[config.mk]
export PLATFORM = sky130hd
export DESIGN_NAME = lsq_result
export DESIGN_NICKNAME = d
export VERILOG_FILES = /design/src/hdl/largest_square_of_ones_defines.svh /design/src/hdl/lsq_pkg.sv /design/src/hdl/lsq_result.sv
export SDC_FILE = /design/constraint.sdc
export NUM_CORES = 1
export LEC_CHECK = 0
export BUFFER_PORTS_ARGS = -buffer_cell sky130_fd_sc_hd__buf_2
export CORE_MARGIN = 2
export CORE_UTILIZATION = 45
export DETAILED_ROUTE_END_ITERATION = 12
export PLACE_DENSITY = 0.65
export SYNTH_ARGS = -nofsm -noshare
export SYNTH_HDL_FRONTEND = slang
export SYNTH_SLANG_ARGS = --single-unit
[constraint.sdc]
create_clock -name clk -period 4.8 [get_ports clk]
set_input_delay 0.48 -clock clk [delete_from_list [all_inputs] [get_ports clk]]
set_output_delay 0.48 -clock clk [all_outputs]
set_load 0.03 [all_outputs]
[src/hdl/largest_square_of_ones_defines.svh]
// Assertion macros shared by the largest-square block.
`ifndef LARGEST_SQUARE_OF_ONES_DEFINES_SVH
`define LARGEST_SQUARE_OF_ONES_DEFINES_SVH

// Checked on every rising edge while reset is released.
`define LSQ_ASSERT(label, prop, msg) \
  label: assert property (@(posedge clk) disable iff (!rst_n) prop) else $error(msg);

// Checked on every rising edge that follows an edge with reset asserted.
`define LSQ_ASSERT_AFTER_RESET(label, prop, msg) \
  label: assert property (@(posedge clk) !rst_n |=> prop) else $error(msg);

`endif

[src/hdl/lsq_pkg.sv]
// Shared constants, types and helpers for the largest-square block.
package lsq_pkg;

  localparam int MAX_COLUMNS = 1024;
  localparam int MAX_ROWS    = 1024;

  localparam int COL_W  = $clog2(MAX_COLUMNS);
  localparam int ROW_W  = $clog2(MAX_ROWS);
  localparam int CFG_W  = 11;
  localparam int SIDE_W = 11;
  localparam int AREA_W = 21;
  localparam int IDX_W  = 2;
  localparam int IN_W   = 8;
  localparam int OUT_W  = SIDE_W + AREA_W;

  localparam logic [IDX_W-1:0] CFG_COLUMNS_USED = IDX_W'(0);
  localparam logic [IDX_W-1:0] CFG_ROWS_USED    = IDX_W'(1);

  // One finished frame handed from the cell core to the result stages.
  typedef struct packed {
    logic              valid;
    logic [SIDE_W-1:0] side;
  } frame_res_t;

  // A zero count acts as one, a count above the maximum acts as the maximum.
  function automatic logic [CFG_W-1:0] clamp_count(input logic [CFG_W-1:0] v,
                                                   input logic [CFG_W-1:0] maxv);
    logic [CFG_W-1:0] r;
    if (v == '0) begin
      r = CFG_W'(1);
    end else if (v > maxv) begin
      r = maxv;
    end else begin
      r = v;
    end
    return r;
  endfunction

endpackage

[src/hdl/lsq_result.sv]
// Two result stages: a holding stage for the frame's best side, then the squared area.
module lsq_result (
  input  logic                      clk,
  input  logic                      rst_n,
  input  lsq_pkg::frame_res_t       frame_res,
  output logic                      res_ready,
  output logic                      out_tvalid,
  input  logic                      out_tready,
  output logic [lsq_pkg::OUT_W-1:0] out_tdata
);
  import lsq_pkg::*;

  logic              a_valid_r;
  logic [SIDE_W-1:0] a_side_r;
  logic              b_valid_r;
  logic [SIDE_W-1:0] b_side_r;
  logic [AREA_W-1:0] b_area_r;
  logic              b_ready;
  logic [2*SIDE_W-1:0] square;

  assign b_ready   = !b_valid_r || out_tready;
  assign res_ready = !a_valid_r || b_ready;
  assign square    = a_side_r * a_side_r;

  always_ff @(posedge clk) begin
    if (!rst_n) begin
      a_valid_r <= 1'b0;
      b_valid_r <= 1'b0;
    end else begin
      if (res_ready) begin
        a_valid_r <= frame_res.valid;
      end
      if (b_ready) begin
        b_valid_r <= a_valid_r;
      end
    end
  end

  always_ff @(posedge clk) begin
    if (res_ready && frame_res.valid) begin
      a_side_r <= frame_res.side;
    end
    if (b_ready && a_valid_r) begin
      b_side_r <= a_side_r;
      b_area_r <= square[AREA_W-1:0];
    end
  end

  assign out_tvalid = b_valid_r;
  assign out_tdata  = {b_area_r, b_side_r};

endmodule

==> impl_metrics.csv <==
group,metric,value,unit
timing,fin_setup_tns,-0.0291,ns
setup_path,critPathSlowestCell,"fa_1",
clock_network,cts_max_level,2,
power,p_leak,2.91,nW
layout,fin_nets,693,
floorplan,io-pin-count,49,
setup_path,crit_required,4.98,ns
clock_network,clk_path_buf_depth,2,
timing,fin_crit,4.83,ns
logic_synthesis,synth-simple-area-share,0.111,
layout,syn_to_final_growth,28.2,%
placement,gp_congestion,0.858,
drt,drc,0,
placement,io_buffers,47,
grt,antenna_found_initial,0,
clock_network,root_buffer,"clkbuf_8",
layout,postLayoutCellArea,6050,µm²
grt,overflow,0,
layout,post-route-util,0.589,
clock_network,clkTransAtPathRegs,0.09,ns
clock_network,clkLatencyLatePin,0.32,ns
timing,fin_hold_ws,0.336,ns
hold_path,hp-class,"in -> reg",
run_status,failed_checks,"negative setup slack",
setup_path,critPathMaxStageDelay,0.53,ns
clock_network,cts_tree,"done",
layout,stdcell_count,702,
clock_network,cts_buffers,5,
drt,num_vias,3487,
logic_synthesis,synth_xor_area_frac,0.0382,
floorplan,die_h,106,µm
logic_synthesis,dominantRegCellSynth,"edfxtp_1",
logic_synthesis,netlist_area,4720,µm²
logic_synthesis,syn_area_per_cell,10.4,µm²
grt,grt_pass1_wl,17.1,mm
setup_path,crit_family,"adder cells",
setup_path,worst_path_most_repeated_cell,"fa_1",
timing,slew_headroom,0.484,
floorplan,core,10300,µm²
drt,drtPass1Iterations,4,
logic_synthesis,ys_seq_area_frac,0.269,
logic_synthesis,synthAdderAreaFrac,0.400,
timing,rsz0062_at_grt,"true",
setup_path,crit_chain,"buf_4 -> inv_1 -> nor2_4 -> fa_1 -> inv_1 -> fa_1 -> inv_2 -> fa_2 -> fa_1 -> inv_2 -> fa_1 -> inv_1 -> ha_4 -> nand3_4 -> nor2_1 -> buf_4 -> a21oi_4 -> nor4_1 -> a311o_1",
drt,ant_nets,0,
timing,max_freq,207,MHz
logic_synthesis,synth_edf_count,41,
layout,n_antenna_cell,0,
layout,layout-drive-gt1-share,0.336,
timing,fin_worst_skew,0.00514,ns
logic_synthesis,synthCells,453,
floorplan,start_util,0.459,
placement,preCtsSetupSlack,-0.172,ns
setup_path,cp-end-kind,"register",
floorplan,num_rows,37,
timing,hold_viol,0,
clock_network,clock-sinks,43,
power,powerDensity,673,nW/µm²
power,vdd_drop_max,570,µV
setup_path,path_buf_inv,7,
timing,period_share,1.01,
floorplan,chipWidth,106,µm
placement,place_hpwl,7.83,mm
logic_synthesis,ys_ff_latch,43,
grt,first_global_vias,3753,
floorplan,dieArea,11300,µm²
logic_synthesis,synth_top_family_by_area,"adder cells",
run_status,status,"finished, violations left",
setup_path,critPathMaxFanout,5,
timing,slew_violations,0,
logic_synthesis,ys_types,49,
drt,post_drt_via_cell_ratio,4.97,
drt,routed_wl,10.1,mm
grt,grt_max_degree,22,
placement,placed_cell_area,5520,µm²
setup_path,worstSetupPathType,"reg -> reg",
run,cap_viol_max_count,0,
logic_synthesis,syn_nets,581,
grt,grt_usage,0.195,
setup_path,critPathLaunchType,"register",
drt,routedWlPerCell,14.4,µm
logic_synthesis,synth_compound_area_frac,0.0813,
logic_synthesis,synthMuxAreaShare,0.00450,
drt,drt_iter0_drc,80,
logic_synthesis,synthArstFlopShare,0,
logic_synthesis,synth_warnings,0,
timing,setup_viol,1,
timing,worst_pin_slew,0.770,ns
power,finalPower,4.08,mW
placement,dp.cells,675,
setup_path,crit_arrival,5.01,ns
timing,final.setup.worst_slack,-0.0291,ns
-- what timing repair did --
action,in CTS,in global routing
pin swaps,20,44
hold buffers,0,0
setup endpoints to repair,8,11
gates resized for setup,22,54
buffers inserted,7,12
-- worst paths after layout --
path | slack, ns | endpoint | cells past startpoint | from
worst max-delay path | -0.03 | b_area_r[17]$_DFFE_PP_ | 19 | a_side_r[4]$_DFFE_PP_
worst min-delay path | 0.34 | a_side_r[10]$_DFFE_PP_ | 1 | frame_res[10]
worst max register to register | -0.03 | b_area_r[17]$_DFFE_PP_ | 19 | a_side_r[4]$_DFFE_PP_
worst min register to register | 0.54 | out_tvalid$_SDFFE_PN0P_ | 1 | a_valid_r$_SDFFE_PN0N_
-- flip-flops by register name (all words and copies together), names as in the netlist --
| register | flops |
|---|---|
| a_side_r | 11 |
| b_area_r | 19 |
| a_valid_r | 1 |
| out_tvalid | 1 |
| b_side_r | 11 |
-- power by group --
part / internal [mW] / switching (mW)
logic: 1.58 / 1.65
clock network: 0.102 / 0.141
registers: 0.587 / 0.0218
-- routing by layer --
metal | track usage | part of all wire | vias to the layer above | routed length, µm
met5 | 0 | 0 | - | 0
met1 | 0.236 | 0.43 | 1751 | 4320
met4 | 0.0612 | 0.016 | 0 | 166
li1 | - | - | 1676 | -
met2 | 0.356 | 0.53 | 46 | 5370
met3 | 0.0294 | 0.027 | 14 | 271
-- final cells by class --
| type | count | area [µm²] |
|---|---|---|
| tap | 136 | 170 |
| sequential | 43 | 1270 |
| clock inverter | 2 | 12.5 |
| clock buffer | 6 | 72.6 |
| timing repair buffer | 118 | 822 |
| inverter | 103 | 389 |
| multi-input combinational | 294 | 3320 |
| fill | 861 | 4220 |
-- Yosys cell counts, drive strengths merged (2+ instances only) --
cell	number	share of area
a2111oi	2	0.0050
a211o	2	0.0037
a211oi	6	0.011
a21o	7	0.011
a21oi	13	0.014
and2	29	0.039
buf	3	0.0056
clkbuf	10	0.0079
dfxtp	2	0.0085
edfxtp	41	0.26
fa	63	0.27
ha	50	0.13
inv	103	0.082
nand2	32	0.025
nand2b	3	0.0040
nand3	5	0.0053
nor2	17	0.014
nor2b	7	0.0093
nor3	4	0.0042
o2111ai	2	0.0037
o211ai	2	0.0032
o21a	2	0.0032
o21ai	11	0.012
xnor2	10	0.019
xor2	8	0.015
-- kinds of logic (layout without fill, tap and decap cells) --
logic type / count (synthesis) / after routing
adders and majority gates: 113 / 113
buffers and inverters: 116 / 229
muxes: 2 / 2
xor gates and xnor gates: 19 / 19
AOI/OAI and AO/OA: 55 / 55
and+or+nand+nor: 104 / 104
DFF: 43 / 43
other: 1 / 1
-- layout by cell type (no fill, tap or decap), types with 7 or more instances in the layout --
| master | synthesis | layout |
|---|---|---|
| xor2_1 | 8 | 8 |
| buf_4 | 2 | 59 |
| and2_1 | 28 | 22 |
| a21o_1 | 7 | 7 |
| nand2_1 | 32 | 25 |
| buf_6 | 1 | 11 |
| buf_2 | 0 | 47 |
| ha_4 | 0 | 12 |
| xnor2_1 | 10 | 9 |
| inv_1 | 103 | 89 |
| ha_1 | 50 | 37 |
| a21oi_1 | 13 | 9 |
| edfxtp_1 | 41 | 41 |
| fa_1 | 63 | 60 |
| inv_2 | 0 | 13 |
| nor2_1 | 17 | 12 |
| nand2_2 | 0 | 7 |
Note: power is estimated with default switching activity, not from simulation.
