==> src/hdl/largest_square_of_ones_defines.svh <==
// Assertion macros shared by the largest-square block.
`ifndef LARGEST_SQUARE_OF_ONES_DEFINES_SVH
`define LARGEST_SQUARE_OF_ONES_DEFINES_SVH

// Checked on every rising edge while reset is released.
`define LSQ_ASSERT(label, prop, msg) \
  label: assert property (@(posedge clk) disable iff (!rst_n) prop) else $error(msg);

// Checked on every rising edge that follows an edge with reset asserted.
`define LSQ_ASSERT_AFTER_RESET(label, prop, msg) \
  label: assert property (@(posedge clk) !rst_n |=> prop) else $error(msg);

`endif

==> src/hdl/lsq_pkg.sv <==
// Shared constants, types and helpers for the largest-square block.
package lsq_pkg;

  localparam int MAX_COLUMNS = 1024;
  localparam int MAX_ROWS    = 1024;

  localparam int COL_W  = $clog2(MAX_COLUMNS);
  localparam int ROW_W  = $clog2(MAX_ROWS);
  localparam int CFG_W  = 11;
  localparam int SIDE_W = 11;
  localparam int AREA_W = 21;
  localparam int IDX_W  = 2;
  localparam int IN_W   = 8;
  localparam int OUT_W  = SIDE_W + AREA_W;

  localparam logic [IDX_W-1:0] CFG_COLUMNS_USED = IDX_W'(0);
  localparam logic [IDX_W-1:0] CFG_ROWS_USED    = IDX_W'(1);

  // One finished frame handed from the cell core to the result stages.
  typedef struct packed {
    logic              valid;
    logic [SIDE_W-1:0] side;
  } frame_res_t;

  // A zero count acts as one, a count above the maximum acts as the maximum.
  function automatic logic [CFG_W-1:0] clamp_count(input logic [CFG_W-1:0] v,
                                                   input logic [CFG_W-1:0] maxv);
    logic [CFG_W-1:0] r;
    if (v == '0) begin
      r = CFG_W'(1);
    end else if (v > maxv) begin
      r = maxv;
    end else begin
      r = v;
    end
    return r;
  endfunction

endpackage

==> src/hdl/lsq_cell_core.sv <==
// Raster counters, configuration registers and the per-cell square-side update.
module lsq_cell_core (
  input  logic                       clk,
  input  logic                       rst_n,
  input  logic                       cfg_valid,
  output logic                       cfg_ready,
  input  logic [lsq_pkg::IDX_W-1:0]  cfg_index,
  input  logic [lsq_pkg::CFG_W-1:0]  cfg_data,
  input  logic                       in_tvalid,
  output logic                       in_tready,
  input  logic                       cell_bit,
  input  logic                       res_ready,
  input  logic                       store_busy,
  input  logic [lsq_pkg::SIDE_W-1:0] up_raw,
  output logic                       wr_en,
  output logic [lsq_pkg::COL_W-1:0]  wr_addr,
  output logic [lsq_pkg::SIDE_W-1:0] wr_data,
  output logic [lsq_pkg::COL_W-1:0]  rd_addr,
  output lsq_pkg::frame_res_t        frame_res
);
  import lsq_pkg::*;

  logic [COL_W-1:0]  cols_last_r;
  logic [ROW_W-1:0]  rows_last_r;
  logic [COL_W-1:0]  col_r, col_nxt;
  logic [ROW_W-1:0]  row_r, row_nxt;
  logic [SIDE_W-1:0] left_r, left_nxt;
  logic [SIDE_W-1:0] diag_r, diag_nxt;
  logic [SIDE_W-1:0] largest_r, largest_nxt;

  logic              accept;
  logic              first_row, first_col, row_end, frame_end;
  logic [SIDE_W-1:0] up, diag, left, m, side, best;

  assign cfg_ready = 1'b1;
  assign in_tready = res_ready && !store_busy;
  assign accept    = in_tvalid && in_tready;

  always_ff @(posedge clk) begin
    if (!rst_n) begin
      cols_last_r <= COL_W'(MAX_COLUMNS - 1);
      rows_last_r <= ROW_W'(MAX_ROWS - 1);
    end else if (cfg_valid) begin
      unique case (cfg_index)
        CFG_COLUMNS_USED: cols_last_r <=
          COL_W'(clamp_count(cfg_data, CFG_W'(MAX_COLUMNS)) - CFG_W'(1));
        CFG_ROWS_USED: rows_last_r <=
          ROW_W'(clamp_count(cfg_data, CFG_W'(MAX_ROWS)) - CFG_W'(1));
        default: ;
      endcase
    end
  end

  always_comb begin
    first_row = (row_r == '0);
    first_col = (col_r == '0);
    up        = first_row ? '0 : up_raw;
    diag      = (first_row || first_col) ? '0 : diag_r;
    left      = first_col ? '0 : left_r;
    m         = (up < diag) ? up : diag;
    m         = (m < left) ? m : left;
    side      = cell_bit ? (m + SIDE_W'(1)) : '0;
    best      = (side > largest_r) ? side : largest_r;
    // Comparing with >= ends the row even if a smaller count was written mid-frame.
    row_end   = (col_r >= cols_last_r);
    frame_end = row_end && (row_r >= rows_last_r);
  end

  always_comb begin
    col_nxt     = col_r;
    row_nxt     = row_r;
    left_nxt    = left_r;
    diag_nxt    = diag_r;
    largest_nxt = largest_r;
    if (accept) begin
      left_nxt    = side;
      diag_nxt    = up;
      largest_nxt = frame_end ? '0 : best;
      if (row_end) begin
        col_nxt = '0;
        row_nxt = frame_end ? '0 : row_r + ROW_W'(1);
      end else begin
        col_nxt = col_r + COL_W'(1);
      end
    end
  end

  always_ff @(posedge clk) begin
    if (!rst_n) begin
      col_r     <= '0;
      row_r     <= '0;
      left_r    <= '0;
      diag_r    <= '0;
      largest_r <= '0;
    end else begin
      col_r     <= col_nxt;
      row_r     <= row_nxt;
      left_r    <= left_nxt;
      diag_r    <= diag_nxt;
      largest_r <= largest_nxt;
    end
  end

  // The store is read one beat ahead so that the up neighbor waits in its output register.
  assign rd_addr = col_nxt;
  assign wr_en   = accept;
  assign wr_addr = col_r;
  assign wr_data = side;

  assign frame_res.valid = accept && frame_end;
  assign frame_res.side  = best;

endmodule

==> config.mk <==
export PLATFORM = sky130hd
export DESIGN_NAME = lsq_cell_core
export DESIGN_NICKNAME = d
export VERILOG_FILES = /design/src/hdl/largest_square_of_ones_defines.svh /design/src/hdl/lsq_pkg.sv /design/src/hdl/lsq_cell_core.sv
export SDC_FILE = /design/constraint.sdc
export NUM_CORES = 1
export LEC_CHECK = 0
export BUFFER_PORTS_ARGS = -buffer_cell sky130_fd_sc_hd__buf_4
export CAP_MARGIN = 20
export CORE_ASPECT_RATIO = 1.25
export CORE_MARGIN = 2
export CORE_UTILIZATION = 40
export DETAILED_ROUTE_END_ITERATION = 10
export PLACE_DENSITY = 0.7
export SLEW_MARGIN = 5
export SYNTH_ARGS = -nofsm -noshare
export SYNTH_HDL_FRONTEND = slang
export SYNTH_SLANG_ARGS = --single-unit
==> constraint.sdc <==
create_clock -name clk -period 8.6 [get_ports clk]
set_input_delay 1.29 -clock clk [delete_from_list [all_inputs] [get_ports clk]]
set_output_delay 1.29 -clock clk [all_outputs]
set_load 0.02 [all_outputs]
==> key figures <==
Detailed routing
  • Total wire length: 17,300 um
  • Drt wl/cell: 16.4 um
  • DRC: 0
  • Drt pass-1 iters: 5
  • DR vias: 5,817
  • Final ANT Viol Nets: 0
  • 1st-iter DRT viols: 422
  • Vias per cell: 5.52

Power
  • Pwr Density: 110 nW/um2
  • Sw frac: 26.1%
  • Psw: 221 uW
  • Sequential share of power: 40.9%
  • Overall power: 848 uW
  • Internal power: 627 uW
  • Leak pwr: 0.00362 uW
  • Combinational share of power: 13.6%
  • Max IR drop VDD: 0.0000700 V
  • Clock share of power: 45.5%

Final layout
  • Finished Cell Area: 7680 um2
  • Antenna cells: 0
  • Layout cells sized above 1: 31.7%
  • Nets: 962
  • Most common cell after layout, fill and taps aside: buf_4
  • Area Overhead vs Synth: 39.0%
  • Most frequent cells in the layout: buf_4, nand2_1, dfxtp_1
  • Fin util: 56.4%

Timing
  • Final hold violations: 0
  • Final setup skew: 8.18 ps
  • Tcrit/Tclk final: 98.6%
  • Fmax: 118 MHz
  • Max Slew Vio Count: 0
  • Slew @ Worst Pin: 775 ps
  • Final setup fails: 0
  • Min Hold Slack: 457 ps
  • Min Tclk post-route: 8480 ps
  • Rel. slew slack: 47.8%
  • Setup TNS: 0 ps

Floorplan
  • Core area: 13,600 um2
  • Die area: 14,800 um2
  • Die width: 109 um
  • Initial core utilization: 40.5%
  • Vert. Die Dim: 135 um
  • Row count: 48
  • I/O pins: 77

Place
  • Dpl hpwl: 12,100 um
  • Port Buffers: 75
  • Dpl cell area: 6680 um2
  • RePlAce Congestion: 0.936

Critical path
  • Family with the most delay on the worst path: simple AND/OR/NAND/NOR gates
  • Reg2Reg Setup Slack: 1110 ps
  • Worst Setup End Kind: primary output
  • Worst Path Required: 7310 ps
  • Crit path kind: register to primary output
  • Slowest cell on crit path: a311oi_4
  • Worst R2R Start: row_r[7]
  • Slowest cell delay on critical path: 440 ps
  • CP bufs+invs: 8
  • Reg2reg end: largest_r[6]
  • Startpoint Class: register
  • Path depth of the worst reg2reg path: 35
  • CP Data Arrival Time: 7190 ps
  • Crit path max fanout: 6

Clocking
  • Maximum clock path buffer count: 2
  • CTS tree: yes
  • Clock Latency Late Sink: 340 ps
  • Clock slew seen by the registers of the worst setup and hold paths: 60 ps
  • TritonCTS Sinks: 73
  • H-Tree Depth: 3
  • Total CTS buffers: 9
  • Clk root buf: clkbuf_16

Status
  • Run status: finished clean

Logic synthesis
  • Post-synthesis sequential area ratio: 26.4%
  • Number of flops mapped to enable cells by yosys: 0
  • Synth unique cells: 72
  • Flops & latches, synth: 73
  • Syn avg cell area: 7.58 um2
  • Syn Inst Count: 729
  • Mapped Nets: 817
  • YS warnings: 0
  • Post-synth top flop: dfxtp_1
  • Post-synth ARST share: 0%
  • Mapped cell area: 5530 um2

Min path
  • Worst Hold End: left_r[10]
  • Hold path startpoint: left_r[10]
  • Worst hold path type: register to register
  • Hold path cells: 2

GRT
  • Largest net degree at the start of global routing: 64
  • Grt total ovfl: 0
  • Gr usage total: 22.0%
  • First-pass GRT wire length: 25,400 um
  • Vias in the first global route: 5,221
  • Initial antenna violation count: 0

Flow run
  • Max_cap viols: 0
[sequential cells by signal (all words and copies together), names as in the netlist]
signal,cells
cols_last_r,10
diag_r,11
largest_r,11
left_r,11
row_r,10
rows_last_r,10
wr_addr,10
[kinds of logic (layout without fill, tap and decap cells)]
| logic type | count (synthesis) | after routing | share of synthesized area, % |
|---|---|---|---|
| AND/OR/NAND/NOR | 288 | 289 | 25.2 |
| XOR/XNOR | 25 | 25 | 3.96 |
| adder cells (fa/ha/maj) | 57 | 57 | 12.9 |
| buffers and inverters | 90 | 239 | 6.36 |
| AO/OA/AOI/OAI | 185 | 185 | 23.1 |
| other | 1 | 1 | 0.0679 |
| flip-flops | 73 | 73 | 26.4 |
| multiplexers | 10 | 10 | 1.90 |
[power groups by stage]
stage                     clock (uW)  combinational (uW)  sequential (uW)
after floorplan                    0                65.5              355
after global placement             0                99.9              355
after global routing             409                 125              347
final                            386                 115              347
after detailed placement           0                 101              355
after CTS                        393                 106              348
[synthesized netlist by cell type, drive strengths merged (3+ instances only)]
cell type	n	area, um2
a211oi	8	70.1
a21boi	17	128
a21o	9	75.1
a21oi	29	149
a31oi	4	31.3
and2	36	225
and3	7	43.8
buf	6	36.3
clkbuf	26	97.6
dfxtp	73	1460
ha	57	713
inv	58	218
mux2	4	45.0
mux2i	6	60.1
nand2	116	438
nand2b	7	46.3
nand3	37	190
nand4	14	87.6
nand4b	3	26.3
nor2	40	150
nor2b	3	18.8
nor3	10	50.1
nor4	4	25.0
o2111ai	3	32.5
o211ai	24	180
o21a	12	90.1
o21ai	49	253
o22ai	8	50.1
or3	4	35.0
xnor2	8	70.1
xor2	17	149
[cell type report]
class,instances,area [um2]
clock buffers,10,239
well taps,175,219
multi-input cells,567,4190
inverters,58,218
fillers,1226,5950
flip-flops and latches,73,1470
repair buffers,165,1280
clock inverters,6,67.6
[per-layer routing]
metal,vias up,share of wire [%],GRT usage [%]
met1,2719,41,26.7
met4,0,4.1,9.40
met5,-,0,0
met3,53,4.9,3.03
li1,2852,-,-
met2,193,50,38.3
[stage by stage]
step,worst slack (ps),std cells
6_report,117,1054
5_1_grt,-238,1054
4_1_cts,25.1,1020
3_5_place_dp,-294,1001
3_3_place_gp,-126,1000
2_1_floorplan,5.76,729
[repair_timing]
item	CTS	global route
setup endpoints to repair	11	11
cloned	0	3
hold buffers	0	0
resized for setup	14	92
pin swaps	1	54
setup buffers	3	32
[worst max path at each step]
stage / slack [ps] / startpoint / cells past startpoint / to
finish: 120 / row_r[7] / 37 / frame_res[3]
CTS: 30 / row_r[4] / 33 / frame_res[0]
detailed placement: -290 / up_raw[2] / 32 / frame_res[6]
floorplan: 6 / up_raw[7] / 33 / frame_res[3]
global route: -240 / row_r[0] / 38 / frame_res[3]
global placement: -130 / up_raw[2] / 31 / frame_res[6]
[worst reg2reg max path, delay by kind of cell (launching register included)]
| family | cells | cell delay [ps] |
|---|---|---|
| and+or+nand+nor | 15 | 2600 |
| DFF | 1 | 350 |
| xor gates and xnor gates | 1 | 130 |
| buffers and inverters | 4 | 600 |
| adders and majority gates | 4 | 1060 |
| AOI/OAI and AO/OA | 11 | 2610 |
Note: power is estimated with default switching activity, not from simulation.
